`src/sv/pee_pkg.sv`:
```
package pee_pkg;

  localparam int DEF_STACK_DEPTH = 16;
  localparam int DEF_VALUE_WIDTH = 32;

  localparam int SYM_WIDTH    = 8;
  localparam int OUT_WIDTH    = 32;
  localparam int STATUS_WIDTH = 2;

  localparam logic [SYM_WIDTH-1:0] SYM_PLUS = 8'h2B;
  localparam logic [SYM_WIDTH-1:0] SYM_STAR = 8'h2A;
  localparam logic [SYM_WIDTH-1:0] SYM_ZERO = 8'h30;
  localparam logic [SYM_WIDTH-1:0] SYM_NINE = 8'h39;
  localparam int DEC_BASE = 10;

  typedef logic [STATUS_WIDTH-1:0] status_t;

  localparam status_t ST_OK    = 2'd0;
  localparam status_t ST_UNDER = 2'd1;
  localparam status_t ST_OVER  = 2'd2;

  localparam int ERR_UNDER_BIT = 0;
  localparam int ERR_OVER_BIT  = 1;

  typedef struct packed {
    logic signed [OUT_WIDTH-1:0] value;
    status_t                     status;
  } result_t;

endpackage

```
`src/sv/pee_if.sv`:
```
interface pee_in_if;
  import pee_pkg::*;

  logic                 valid;
  logic                 ready;
  logic [SYM_WIDTH-1:0] symbol;
  logic                 end_of_expr;

  modport source (output valid, output symbol, output end_of_expr, input ready);
  modport sink   (input valid, input symbol, input end_of_expr, output ready);
endinterface

interface pee_out_if;
  import pee_pkg::*;

  logic                        valid;
  logic                        ready;
  logic signed [OUT_WIDTH-1:0] value;
  status_t                     status;

  modport source (output valid, output value, output status, input ready);
  modport sink   (input valid, input value, input status, output ready);
endinterface

```
`src/sv/postfix_expression_evaluator.sv`:
```
// Channel  Dir  Beat payload          Handshake
// in_bus   in   symbol, end_of_expr   valid/ready
// out_bus  out  value, status         valid/ready
//
// One character per cycle while in_bus.ready is high: top and next-on-stack sit in registers,
// deeper entries in a one-port-read, one-port-write stack memory whose registered read is addressed ahead.
// A result is registered into a two-entry queue on its end-of-expression beat and leaves from there.
// in_bus.ready drops only while two results wait; out_bus stalls never touch the stack.
// Reset (rst_n low, synchronous) empties the stack and clears flags and queue.
module postfix_expression_evaluator #(
  parameter int STACK_DEPTH = pee_pkg::DEF_STACK_DEPTH,
  parameter int VALUE_WIDTH = pee_pkg::DEF_VALUE_WIDTH
) (
  input  logic      clk,
  input  logic      rst_n,
  pee_in_if.sink    in_bus,
  pee_out_if.source out_bus
);
  import pee_pkg::*;

  localparam int LVL_W     = $clog2(STACK_DEPTH + 1);
  localparam int MEM_DEPTH = (STACK_DEPTH > 2) ? STACK_DEPTH - 2 : 1;
  localparam int MEM_AW    = (MEM_DEPTH > 1) ? $clog2(MEM_DEPTH) : 1;

  logic [VALUE_WIDTH-1:0] mem [MEM_DEPTH];
  logic [VALUE_WIDTH-1:0] rd_q;

  logic [LVL_W-1:0]       lvl_r, lvl_nxt, lvl_op;
  logic [VALUE_WIDTH-1:0] tos_r, tos_nxt;
  logic [VALUE_WIDTH-1:0] nos_r, nos_nxt;
  logic                   in_num_r, in_num_nxt;
  logic [1:0]             err_r, err_nxt, err_op;

  logic                   mem_we;
  logic [MEM_AW-1:0]      mem_waddr, mem_raddr;
  logic [VALUE_WIDTH-1:0] mem_wdata;

  logic                   in_acc;
  logic                   is_digit;
  logic [VALUE_WIDTH-1:0] digit;
  logic [LVL_W-1:0]       lvl_m2, lvl_m3;

  result_t                res;
  logic [63:0]            res_ext;
  logic                   res_push;

  result_t                slot_r [2];
  logic                   wr_ptr_r, rd_ptr_r;
  logic [1:0]             cnt_r;
  logic                   out_pop;

  assign in_acc   = in_bus.valid && in_bus.ready;
  assign is_digit = (in_bus.symbol >= SYM_ZERO) && (in_bus.symbol <= SYM_NINE);
  assign digit    = VALUE_WIDTH'(in_bus.symbol - SYM_ZERO);
  assign lvl_m2   = lvl_r - LVL_W'(2);

  always_comb begin
    lvl_op     = lvl_r;
    tos_nxt    = tos_r;
    nos_nxt    = nos_r;
    in_num_nxt = in_num_r;
    err_op     = err_r;
    mem_we     = 1'b0;
    mem_waddr  = lvl_m2[MEM_AW-1:0];
    mem_wdata  = nos_r;
    if (in_acc) begin
      if (is_digit) begin
        priority if (in_num_r && (lvl_r != '0)) begin
          tos_nxt = VALUE_WIDTH'(tos_r * VALUE_WIDTH'(DEC_BASE) + digit);
        end else if (lvl_r >= LVL_W'(STACK_DEPTH)) begin
          err_op[ERR_OVER_BIT] = 1'b1;
          in_num_nxt           = 1'b0;
        end else begin
          mem_we     = (lvl_r >= LVL_W'(2));
          nos_nxt    = tos_r;
          tos_nxt    = digit;
          lvl_op     = lvl_r + LVL_W'(1);
          in_num_nxt = 1'b1;
        end
      end else begin
        in_num_nxt = 1'b0;
        if ((in_bus.symbol == SYM_PLUS) || (in_bus.symbol == SYM_STAR)) begin
          if (lvl_r < LVL_W'(2)) begin
            err_op[ERR_UNDER_BIT] = 1'b1;
          end else begin
            tos_nxt = (in_bus.symbol == SYM_STAR) ? VALUE_WIDTH'(tos_r * nos_r)
                                                  : VALUE_WIDTH'(tos_r + nos_r);
            nos_nxt = rd_q;
            lvl_op  = lvl_r - LVL_W'(1);
          end
        end
      end
    end
  end

  assign res_push = in_acc && in_bus.end_of_expr;

  always_comb begin
    res_ext    = (lvl_op != '0) ? 64'(tos_nxt) : 64'd0;
    res.value  = res_ext[OUT_WIDTH-1:0];
    err_nxt    = err_op;
    lvl_nxt    = lvl_op;
    if (res_push && (lvl_op == '0)) begin
      err_nxt[ERR_UNDER_BIT] = 1'b1;
    end
    priority if (err_nxt[ERR_UNDER_BIT]) res.status = ST_UNDER;
    else if (err_nxt[ERR_OVER_BIT])      res.status = ST_OVER;
    else                                 res.status = ST_OK;
    if (res_push) begin
      lvl_nxt = '0;
      err_nxt = '0;
    end
  end

  assign lvl_m3    = lvl_nxt - LVL_W'(3);
  assign mem_raddr = lvl_m3[MEM_AW-1:0];

  always_ff @(posedge clk) begin
    if (mem_we) begin
      mem[mem_waddr] <= mem_wdata;
    end
    if (mem_we && (mem_waddr == mem_raddr)) begin
      rd_q <= mem_wdata;
    end else begin
      rd_q <= mem[mem_raddr];
    end
  end

  always_ff @(posedge clk) begin
    if (!rst_n) begin
      lvl_r    <= '0;
      in_num_r <= 1'b0;
      err_r    <= '0;
    end else begin
      lvl_r    <= lvl_nxt;
      in_num_r <= res_push ? 1'b0 : in_num_nxt;
      err_r    <= err_nxt;
    end
  end

  always_ff @(posedge clk) begin
    tos_r <= tos_nxt;
    nos_r <= nos_nxt;
  end

  assign out_pop = out_bus.valid && out_bus.ready;

  always_ff @(posedge clk) begin
    if (!rst_n) begin
      wr_ptr_r <= 1'b0;
      rd_ptr_r <= 1'b0;
      cnt_r    <= '0;
    end else begin
      if (res_push) wr_ptr_r <= ~wr_ptr_r;
      if (out_pop)  rd_ptr_r <= ~rd_ptr_r;
      cnt_r <= cnt_r + 2'(res_push) - 2'(out_pop);
    end
  end

  always_ff @(posedge clk) begin
    if (res_push) begin
      slot_r[wr_ptr_r] <= res;
    end
  end

  assign in_bus.ready   = (cnt_r != 2'd2);
  assign out_bus.valid  = (cnt_r != 2'd0);
  assign out_bus.value  = slot_r[rd_ptr_r].value;
  assign out_bus.status = slot_r[rd_ptr_r].status;

  a_lvl_bound: assert property (@(posedge clk) disable iff (!rst_n)
    lvl_r <= LVL_W'(STACK_DEPTH))
    else $error("stack level beyond depth");

  a_end_clears: assert property (@(posedge clk) disable iff (!rst_n)
    res_push |=> (lvl_r == '0) && (err_r == '0) && !in_num_r)
    else $error("expression state not cleared after end beat");

  a_end_result: assert property (@(posedge clk) disable iff (!rst_n)
    res_push |=> out_bus.valid)
    else $error("end beat gave no result");

  a_num_on_stack: assert property (@(posedge clk) disable iff (!rst_n)
    in_num_r |-> (lvl_r != '0))
    else $error("number in progress on empty stack");

  a_queue_bound: assert property (@(posedge clk) disable iff (!rst_n)
    cnt_r <= 2'd2)
    else $error("result queue overrun");

endmodule
```
`src/flat_wrapper.sv`:
```
// flat-port wrapper written by rule: the top's interface ports become plain ports
module postfix_expression_evaluator_flat import pee_pkg::*;
#(
  parameter int STACK_DEPTH = pee_pkg::DEF_STACK_DEPTH,
  parameter int VALUE_WIDTH = pee_pkg::DEF_VALUE_WIDTH
)
  (clk, rst_n, in_bus_valid, in_bus_symbol, in_bus_end_of_expr, in_bus_ready, out_bus_valid, out_bus_value, out_bus_status, out_bus_ready);
  pee_in_if in_bus_i ();
  pee_out_if out_bus_i ();
  input  logic clk;
  input  logic rst_n;
  input wire logic [$bits(in_bus_i.valid)-1:0] in_bus_valid;
  input wire logic [$bits(in_bus_i.symbol)-1:0] in_bus_symbol;
  input wire logic [$bits(in_bus_i.end_of_expr)-1:0] in_bus_end_of_expr;
  output wire logic [$bits(in_bus_i.ready)-1:0] in_bus_ready;
  output wire logic [$bits(out_bus_i.valid)-1:0] out_bus_valid;
  output wire logic [$bits(out_bus_i.value)-1:0] out_bus_value;
  output wire logic [$bits(out_bus_i.status)-1:0] out_bus_status;
  input wire logic [$bits(out_bus_i.ready)-1:0] out_bus_ready;
  assign in_bus_i.valid = in_bus_valid;
  assign in_bus_i.symbol = in_bus_symbol;
  assign in_bus_i.end_of_expr = in_bus_end_of_expr;
  assign in_bus_ready = in_bus_i.ready;
  assign out_bus_valid = out_bus_i.valid;
  assign out_bus_value = out_bus_i.value;
  assign out_bus_status = out_bus_i.status;
  assign out_bus_i.ready = out_bus_ready;
  postfix_expression_evaluator #(.STACK_DEPTH(STACK_DEPTH), .VALUE_WIDTH(VALUE_WIDTH)) u_core (.clk(clk), .rst_n(rst_n), .in_bus(in_bus_i), .out_bus(out_bus_i));
endmodule
```
`config.mk`:
```
export PLATFORM = sky130hd
export DESIGN_NAME = postfix_expression_evaluator_flat
export DESIGN_NICKNAME = d
export VERILOG_FILES = /design/src/sv/pee_pkg.sv /design/src/sv/pee_if.sv /design/src/sv/postfix_expression_evaluator.sv /design/src/flat_wrapper.sv
export SDC_FILE = /design/constraint.sdc
export NUM_CORES = 2
export LEC_CHECK = 0
export ABC_CLOCK_PERIOD_IN_PS = 7700
export BUFFER_PORTS_ARGS = -buffer_cell sky130_fd_sc_hd__buf_2
export CAP_MARGIN = 5
export CORE_MARGIN = 2
export CORE_UTILIZATION = 25
export CTS_CLUSTER_SIZE = 10
export DETAILED_ROUTE_END_ITERATION = 10
export SETUP_SLACK_MARGIN = 0.3
export SYNTH_ARGS = -nofsm -noshare
export SYNTH_HDL_FRONTEND = slang
export SYNTH_SLANG_ARGS = --single-unit
```
`constraint.sdc`:
```
create_clock -name clk -period 7.7 [get_ports clk]
set_input_delay 1.155 -clock clk [delete_from_list [all_inputs] [get_ports clk]]
set_output_delay 1.155 -clock clk [all_outputs]
set_load 0.01 [all_outputs]
```
---- Yosys cells after proc, flatten, opt, wreduce, memory -nomap -nowiden ----
Memories as Yosys holds them, arrays and structs flattened. A register that Yosys moved wholly into a read port is not among the register bits.
Cells that the tools add are included.
operators by class
  eq/ne operators ......................... 6
  reduce and logical (&&, ||, !) cells .... 15
  multiply operators ...................... 2
  add/subtract/negate cells ............... 9
  bitwise logic cells ..................... 3
  order comparisons ....................... 5
  muxes and demuxes ....................... 43
operators by type and width
  cell                                                            number
  2-to-1 mux 32 bit                                               13
  adder 32 bit                                                    2
  2-to-1 mux 5 bit                                                7
  multiplier 32 x 3 -> 31 bit, second input constant              1
  multiplier 32 x 32 -> 32 bit                                    1
  2-to-1 mux 1 bit                                                20
  equality test 8 x 6 -> 1 bit, second input constant             2
  nonzero test 5 bit                                              2
  subtractor 8 x 6 -> 9 bit, second input constant                1
  >= comparator 8 x 6 -> 1 bit, second input constant             1
  less-or-equal comparator 8 x 6 -> 1 bit, second input constant  1
  subtractor 4 x 2 -> 4 bit, second input constant                2
  logical AND 1 bit                                               6
  2-to-1 mux 2 bit                                                3
  != test 2 bit, second input constant                            3
  adder 5 x 1 -> 5 bit, second input constant                     1
  >= comparator 5 x 2 -> 1 bit, second input constant             1
  >= comparator 5 bit, second input constant                      1
  logical NOT 5 bit                                               1
  < comparator 5 x 2 -> 1 bit, second input constant              1
  AND reduction 5 bit                                             1
  subtractor 5 x 1 -> 5 bit, second input constant                1
  nonzero test 2 bit                                              2
  NOT 1 bit                                                       3
  other kinds (6)                                                 6
word-level totals
  output and inout port bits .............. 36
  flip-flop bits (word level) ............. 76
  memory bits (writable) .................. 516
  word-level logic and storage cells ...... 93
  bits of input ports ..................... 13
  memories ................................ 2
memories
  memory         depth  bits a word  read ports  clocked after memory_dff  wr ports  line                                text
  u_core.mem     14     32           1           1                         1         postfix_expression_evaluator.sv:25  logic [VALUE_WIDTH-1:0] mem [MEM_DEPTH];
  u_core.slot_r  2      34           1           1                         1         postfix_expression_evaluator.sv:47  result_t slot_r [2];

---- Longest topological paths before layout ----
  depth after elaboration ................. 9
  gate-level depth with buffers ........... 28
  depth with buffers taken out ............ 26

---- Least setup slack after synthesis ----
Ideal clock, no wire load.
  kind .................................... register to register
  start point ............................. register u_core.nos_r[3] (netlist: u_core.mem_wdata[3])
  end point ............................... memory u_core.slot_r[0][31] in the netlist's numbering (data pin)
  library setup time ...................... 0.260 ns
  period minus slack after synthesis ...... 7.519 ns
  stages on the path, launching flop included .. 25
  buffers on the path ..................... 2
  required time ........................... 7.440 ns
  arrival time ............................ 7.259 ns
  setup slack ............................. 0.181 ns
  cell sequence ........................... edfxtp_1 -> clkbuf_1 -> clkbuf_1 -> and2_1 -> fa_1 -> inv_1 -> fa_1 -> fa_1 -> fa_1 -> inv_1 -> fa_1 -> inv_1 -> fa_1 -> inv_1 -> fa_1 -> fa_1 -> ha_1 -> or2_2 -> a31oi_1 -> o211ai_1 -> a221oi_2 -> nand4bb_1 -> a31oi_1 -> or4_4 -> nor2b_1
RTL lines
  element                   line                                 text
  start: declaration        postfix_expression_evaluator.sv:30   logic [VALUE_WIDTH-1:0] nos_r, nos_nxt;
  start signal: assignment  postfix_expression_evaluator.sv:143  nos_r <= nos_nxt;
  end: declaration          postfix_expression_evaluator.sv:47

==> metrics.md <==
| Metric | Value |
|---|---|
| Status | completed |
| Syn. warnings | 0 |
| Number of nets in the final layout | 4556 |
| Largest net degree at the start of global routing | 85 |
| Via density per instance | 4.746 |
| Top cell type's share of synthesized area | 0.3714 |
| Detailed-route DRC error count | 0 |
| Fraction of layout cells with a size suffix above 1 | 0.1815 |
| Simple-gate portion of the synthesized area | 0.1160 |
| Post-synthesis cell type with the largest combined area | sky130_fd_sc_hd__edfxtp_1 |
| Total negative slack for setup checks | 0 ns |
| Area contributors post-synth | sky130_fd_sc_hd__edfxtp_1 37%, sky130_fd_sc_hd__fa_1 19%, sky130_fd_sc_hd__ha_1 7.1%, sky130_fd_sc_hd__mux4_2 6.5%, sky130_fd_sc_hd__and2_1 4.5% |
| Average wire length per cell after detail routing | 20.59 µm |
| Share of the clock period used by the worst path after layout | 0.9775 |
| Library cell used as clock root buffer | sky130_fd_sc_hd__clkbuf_16 |
| Final design instance area without fill | 51460 µm² |
| Dpl hpwl | 94450 µm |
| Worst Path Required | 8.06 ns |
| Multiplexer share of the synthesized area | 0.08664 |
| Worst Path Class, Setup | flip-flop to flip-flop |
| Final Critical Period | 7.526 ns |
| Largest family of logic cells by synthesized area | adder cells |
| Total clock sinks | 597 |
| Final Wtd Congestion | 0.9334 |
| Buffers on Ports | 48 |
| Post-synthesis async set-or-reset flop share | 0 |
| Highest-delay cell along the critical path | sky130_fd_sc_hd__fa_1 |
| Detailed router's first-iteration violation count | 2840 |
| Number of global-route vias before repair | 30790 |
| Maximum buffer depth of the clock tree | 3 |
| TritonCTS clock tree | yes |
| Most frequent CP cell | sky130_fd_sc_hd__fa_1 |
| CTS H-Tree Depth | 3 |
| Count of maximum capacitance violations | 0 |
| Startpoint types | flip-flop |
| Post-synthesis net count | 4362 |
| Cell class contributing the biggest share of worst-path delay | adder cells |
| Post-Syn Instances | 3687 |
| Overall die height | 425.0 µm |
| CP endpoint kind | flip-flop |
| GRT Overall Usage | 0.1418 |
| Count of endpoints failing setup in the final report | 0 |
| Grt ovf | 0 |
| Most frequent cells in the layout | 548 x sky130_fd_sc_hd__edfxtp_1, 406 x sky130_fd_sc_hd__nand2_1, 400 x sky130_fd_sc_hd__inv_1 |
| Clock transition at the registers of the reported paths | 0.06 ns |
| Arr. time, crit path | 7.88 ns |
| Count of final hold-check violations | 0 |
| Floorplan row count | 154 |
| Synth Area in Adders | 0.2566 |
| Distinct cell type count after synthesis | 85 |
| Horizontal die dimension | 425.0 µm |
| Area growth, synth to finish | 16.14% |
| Predominant post-synthesis flop cell | sky130_fd_sc_hd__edfxtp_1 |
| Clock latency of the later-clocked register in the worst-skew pair | 0.65 ns |
| RSZ-0062 raised after global routing | true |
| Number of antenna violations at the first check in global routing | 2 |
| Headroom to the max-slew limit | 0.1009 |
| Xor and xnor area share after synthesis | 0.03202 |
| Avg Synthesized Cell Area | 12.02 µm² |
| Core ar. | 176100 µm² |
| Crit path buf inv count | 6 |
| Cell Area, Synth | 44300 µm² |
| Area fraction in compound gates after synthesis | 0.06645 |
| Slew at the pin closest to its max-slew limit | 1.315 ns |
| Number of filler cells placed in the layout | 17940 |
| Total detailed-routing wirelength | 128600 µm |
| Starting Density | 0.2516 |
| Sequential area share after synthesis | 0.3936 |
| Maximum fanout along the worst path | 5 |
| Io pins | 49 |
| Wire length of the first global-routing pass | 195100 µm |
| Timing-limited maximum frequency | 132.9 MHz |
| Detailed-routing iteration count for the pre-antenna-repair pass | 5 |
| Critical path's largest stage delay | 0.56 ns |
| Total count of max-transition violations in the final report | 0 |
| Placed standard-cell area | 48580 µm² |
| Number of nets with antenna violations after detailed routing | 0 |
| Number of clock buffers inserted by TritonCTS | 71 |
| EDFF count, synth | 548 |
| Setup clock skew after layout | 0.02632 ns |
| Most frequent standard cell in the layout excluding fill and tap cells | sky130_fd_sc_hd__edfxtp_1 |
| Hold crit path type | flip-flop to flip-flop |
| Die Area | 180600 µm² |
| Synth Register Bits | 597 |
| Via count of the routed design | 29650 |
==> logic make-up after synthesis <==
group | after synthesis
compound gates | 447
xor+xnor | 162
fa+ha+maj | 662
buf+inv | 569
flops | 597
mux | 215
simple gates | 1035
==> sequential cells by signal, summed over array words and instances, names as in the netlist, named ones only <==
signal and cells:
u_core.mem 448, u_core.tos_r 32, u_core.lvl_r 5, u_core.mem_wdata 32, u_core.rd_ptr_r 1, u_core.wr_ptr_r 1, u_core.slot_r 68, u_core.in_num_r 1
u_core.err_r 2, u_core.cnt_r 2
==> path summary, 6_finish.rpt <==
kind | cells past startpoint | end | start | slack (ns)
min reg2reg | 2 | u_core.err_r[0] | u_core.err_r[0] | 0.48
max reg2reg | 25 | u_core.slot_r[1][31] | u_core.mem_wdata[6] | 0.17
max | 25 | u_core.slot_r[1][31] | u_core.mem_wdata[6] | 0.17
min | 2 | u_core.err_r[0] | u_core.err_r[0] | 0.48
==> worst min-delay path, stage by stage (launching register included) <==
cell                      delay (ns)
sky130_fd_sc_hd__dfxtp_1        0.31
sky130_fd_sc_hd__a31oi_1        0.05
sky130_fd_sc_hd__nor2_1         0.09
==> metrics by stage <==
stage / instances / hold slack (ns) / worst slack (ns) / utilization
finish: 6248 / 0.4821 / 0.1736 / 0.2922
global route: 6247 / 0.5427 / -0.06207 / 0.2922
CTS: 6232 / 0.4778 / 0.2323 / 0.2894
detailed placement: 6106 / 0.4642 / -0.3204 / 0.2758
global placement: 6106 / 0.4535 / -0.2174 / 0.2758
floorplan: 3687 / 0.4389 / 0.3044 / -
==> layer usage <==
metal | up-vias | global-route usage | part of all wire
met1 | 15390 | 0.1942 | 0.44
met2 | 1028 | 0.2315 | 0.47
met4 | 0 | 0.04622 | 0.030
met3 | 196 | 0.01854 | 0.061
li1 | 13040 | - | -
met5 | - | 0 | 0
==> synthesized netlist by cell type, types with 22 or more instances <==
master	count
sky130_fd_sc_hd__nand3_1	28
sky130_fd_sc_hd__inv_1	406
sky130_fd_sc_hd__a21o_1	43
sky130_fd_sc_hd__xnor2_1	122
sky130_fd_sc_hd__nor3_1	29
sky130_fd_sc_hd__ha_1	251
sky130_fd_sc_hd__dfxtp_1	49
sky130_fd_sc_hd__nor2_1	125
sky130_fd_sc_hd__fa_1	411
sky130_fd_sc_hd__o21ai_0	84
sky130_fd_sc_hd__nand2_1	407
sky130_fd_sc_hd__mux4_2	128
sky130_fd_sc_hd__xor2_1	40
sky130_fd_sc_hd__edfxtp_1	548
sky130_fd_sc_hd__and2_1	316
sky130_fd_sc_hd__a21oi_1	130
sky130_fd_sc_hd__a211oi_1	22
sky130_fd_sc_hd__clkbuf_1	145
sky130_fd_sc_hd__mux2_2	68
sky130_fd_sc_hd__o21a_1	23
sky130_fd_sc_hd__nor2b_1	43
==> what timing repair did <==
item,CTS,global route
gates resized for setup,49,79
setup buffers,27,15
hold buffers,0,0
endpoints found under the setup margin,29,40
pin swaps,48,55
==> layout make-up <==
| type | count | area, µm² | share of cell area |
|---|---|---|---|
| Multi-Input combinational cell | 2521 | 25330 | 0.4922 |
| Sequential cell | 597 | 17460 | 0.3393 |
| Tap cell | 2340 | 2928 | 0.05690 |
| Timing Repair Buffer | 283 | 2198 | 0.04272 |
| Clock buffer | 87 | 1857 | 0.03608 |
| Inverter | 407 | 1528 | 0.02969 |
| Clock inverter | 12 | 158.9 | 0.003088 |
| Antenna cell | 1 | 2.502 | 0.00004863 |
Power is not shown: default switching activity piles up to over one toggle a cycle in this logic, so the estimate is an artifact.
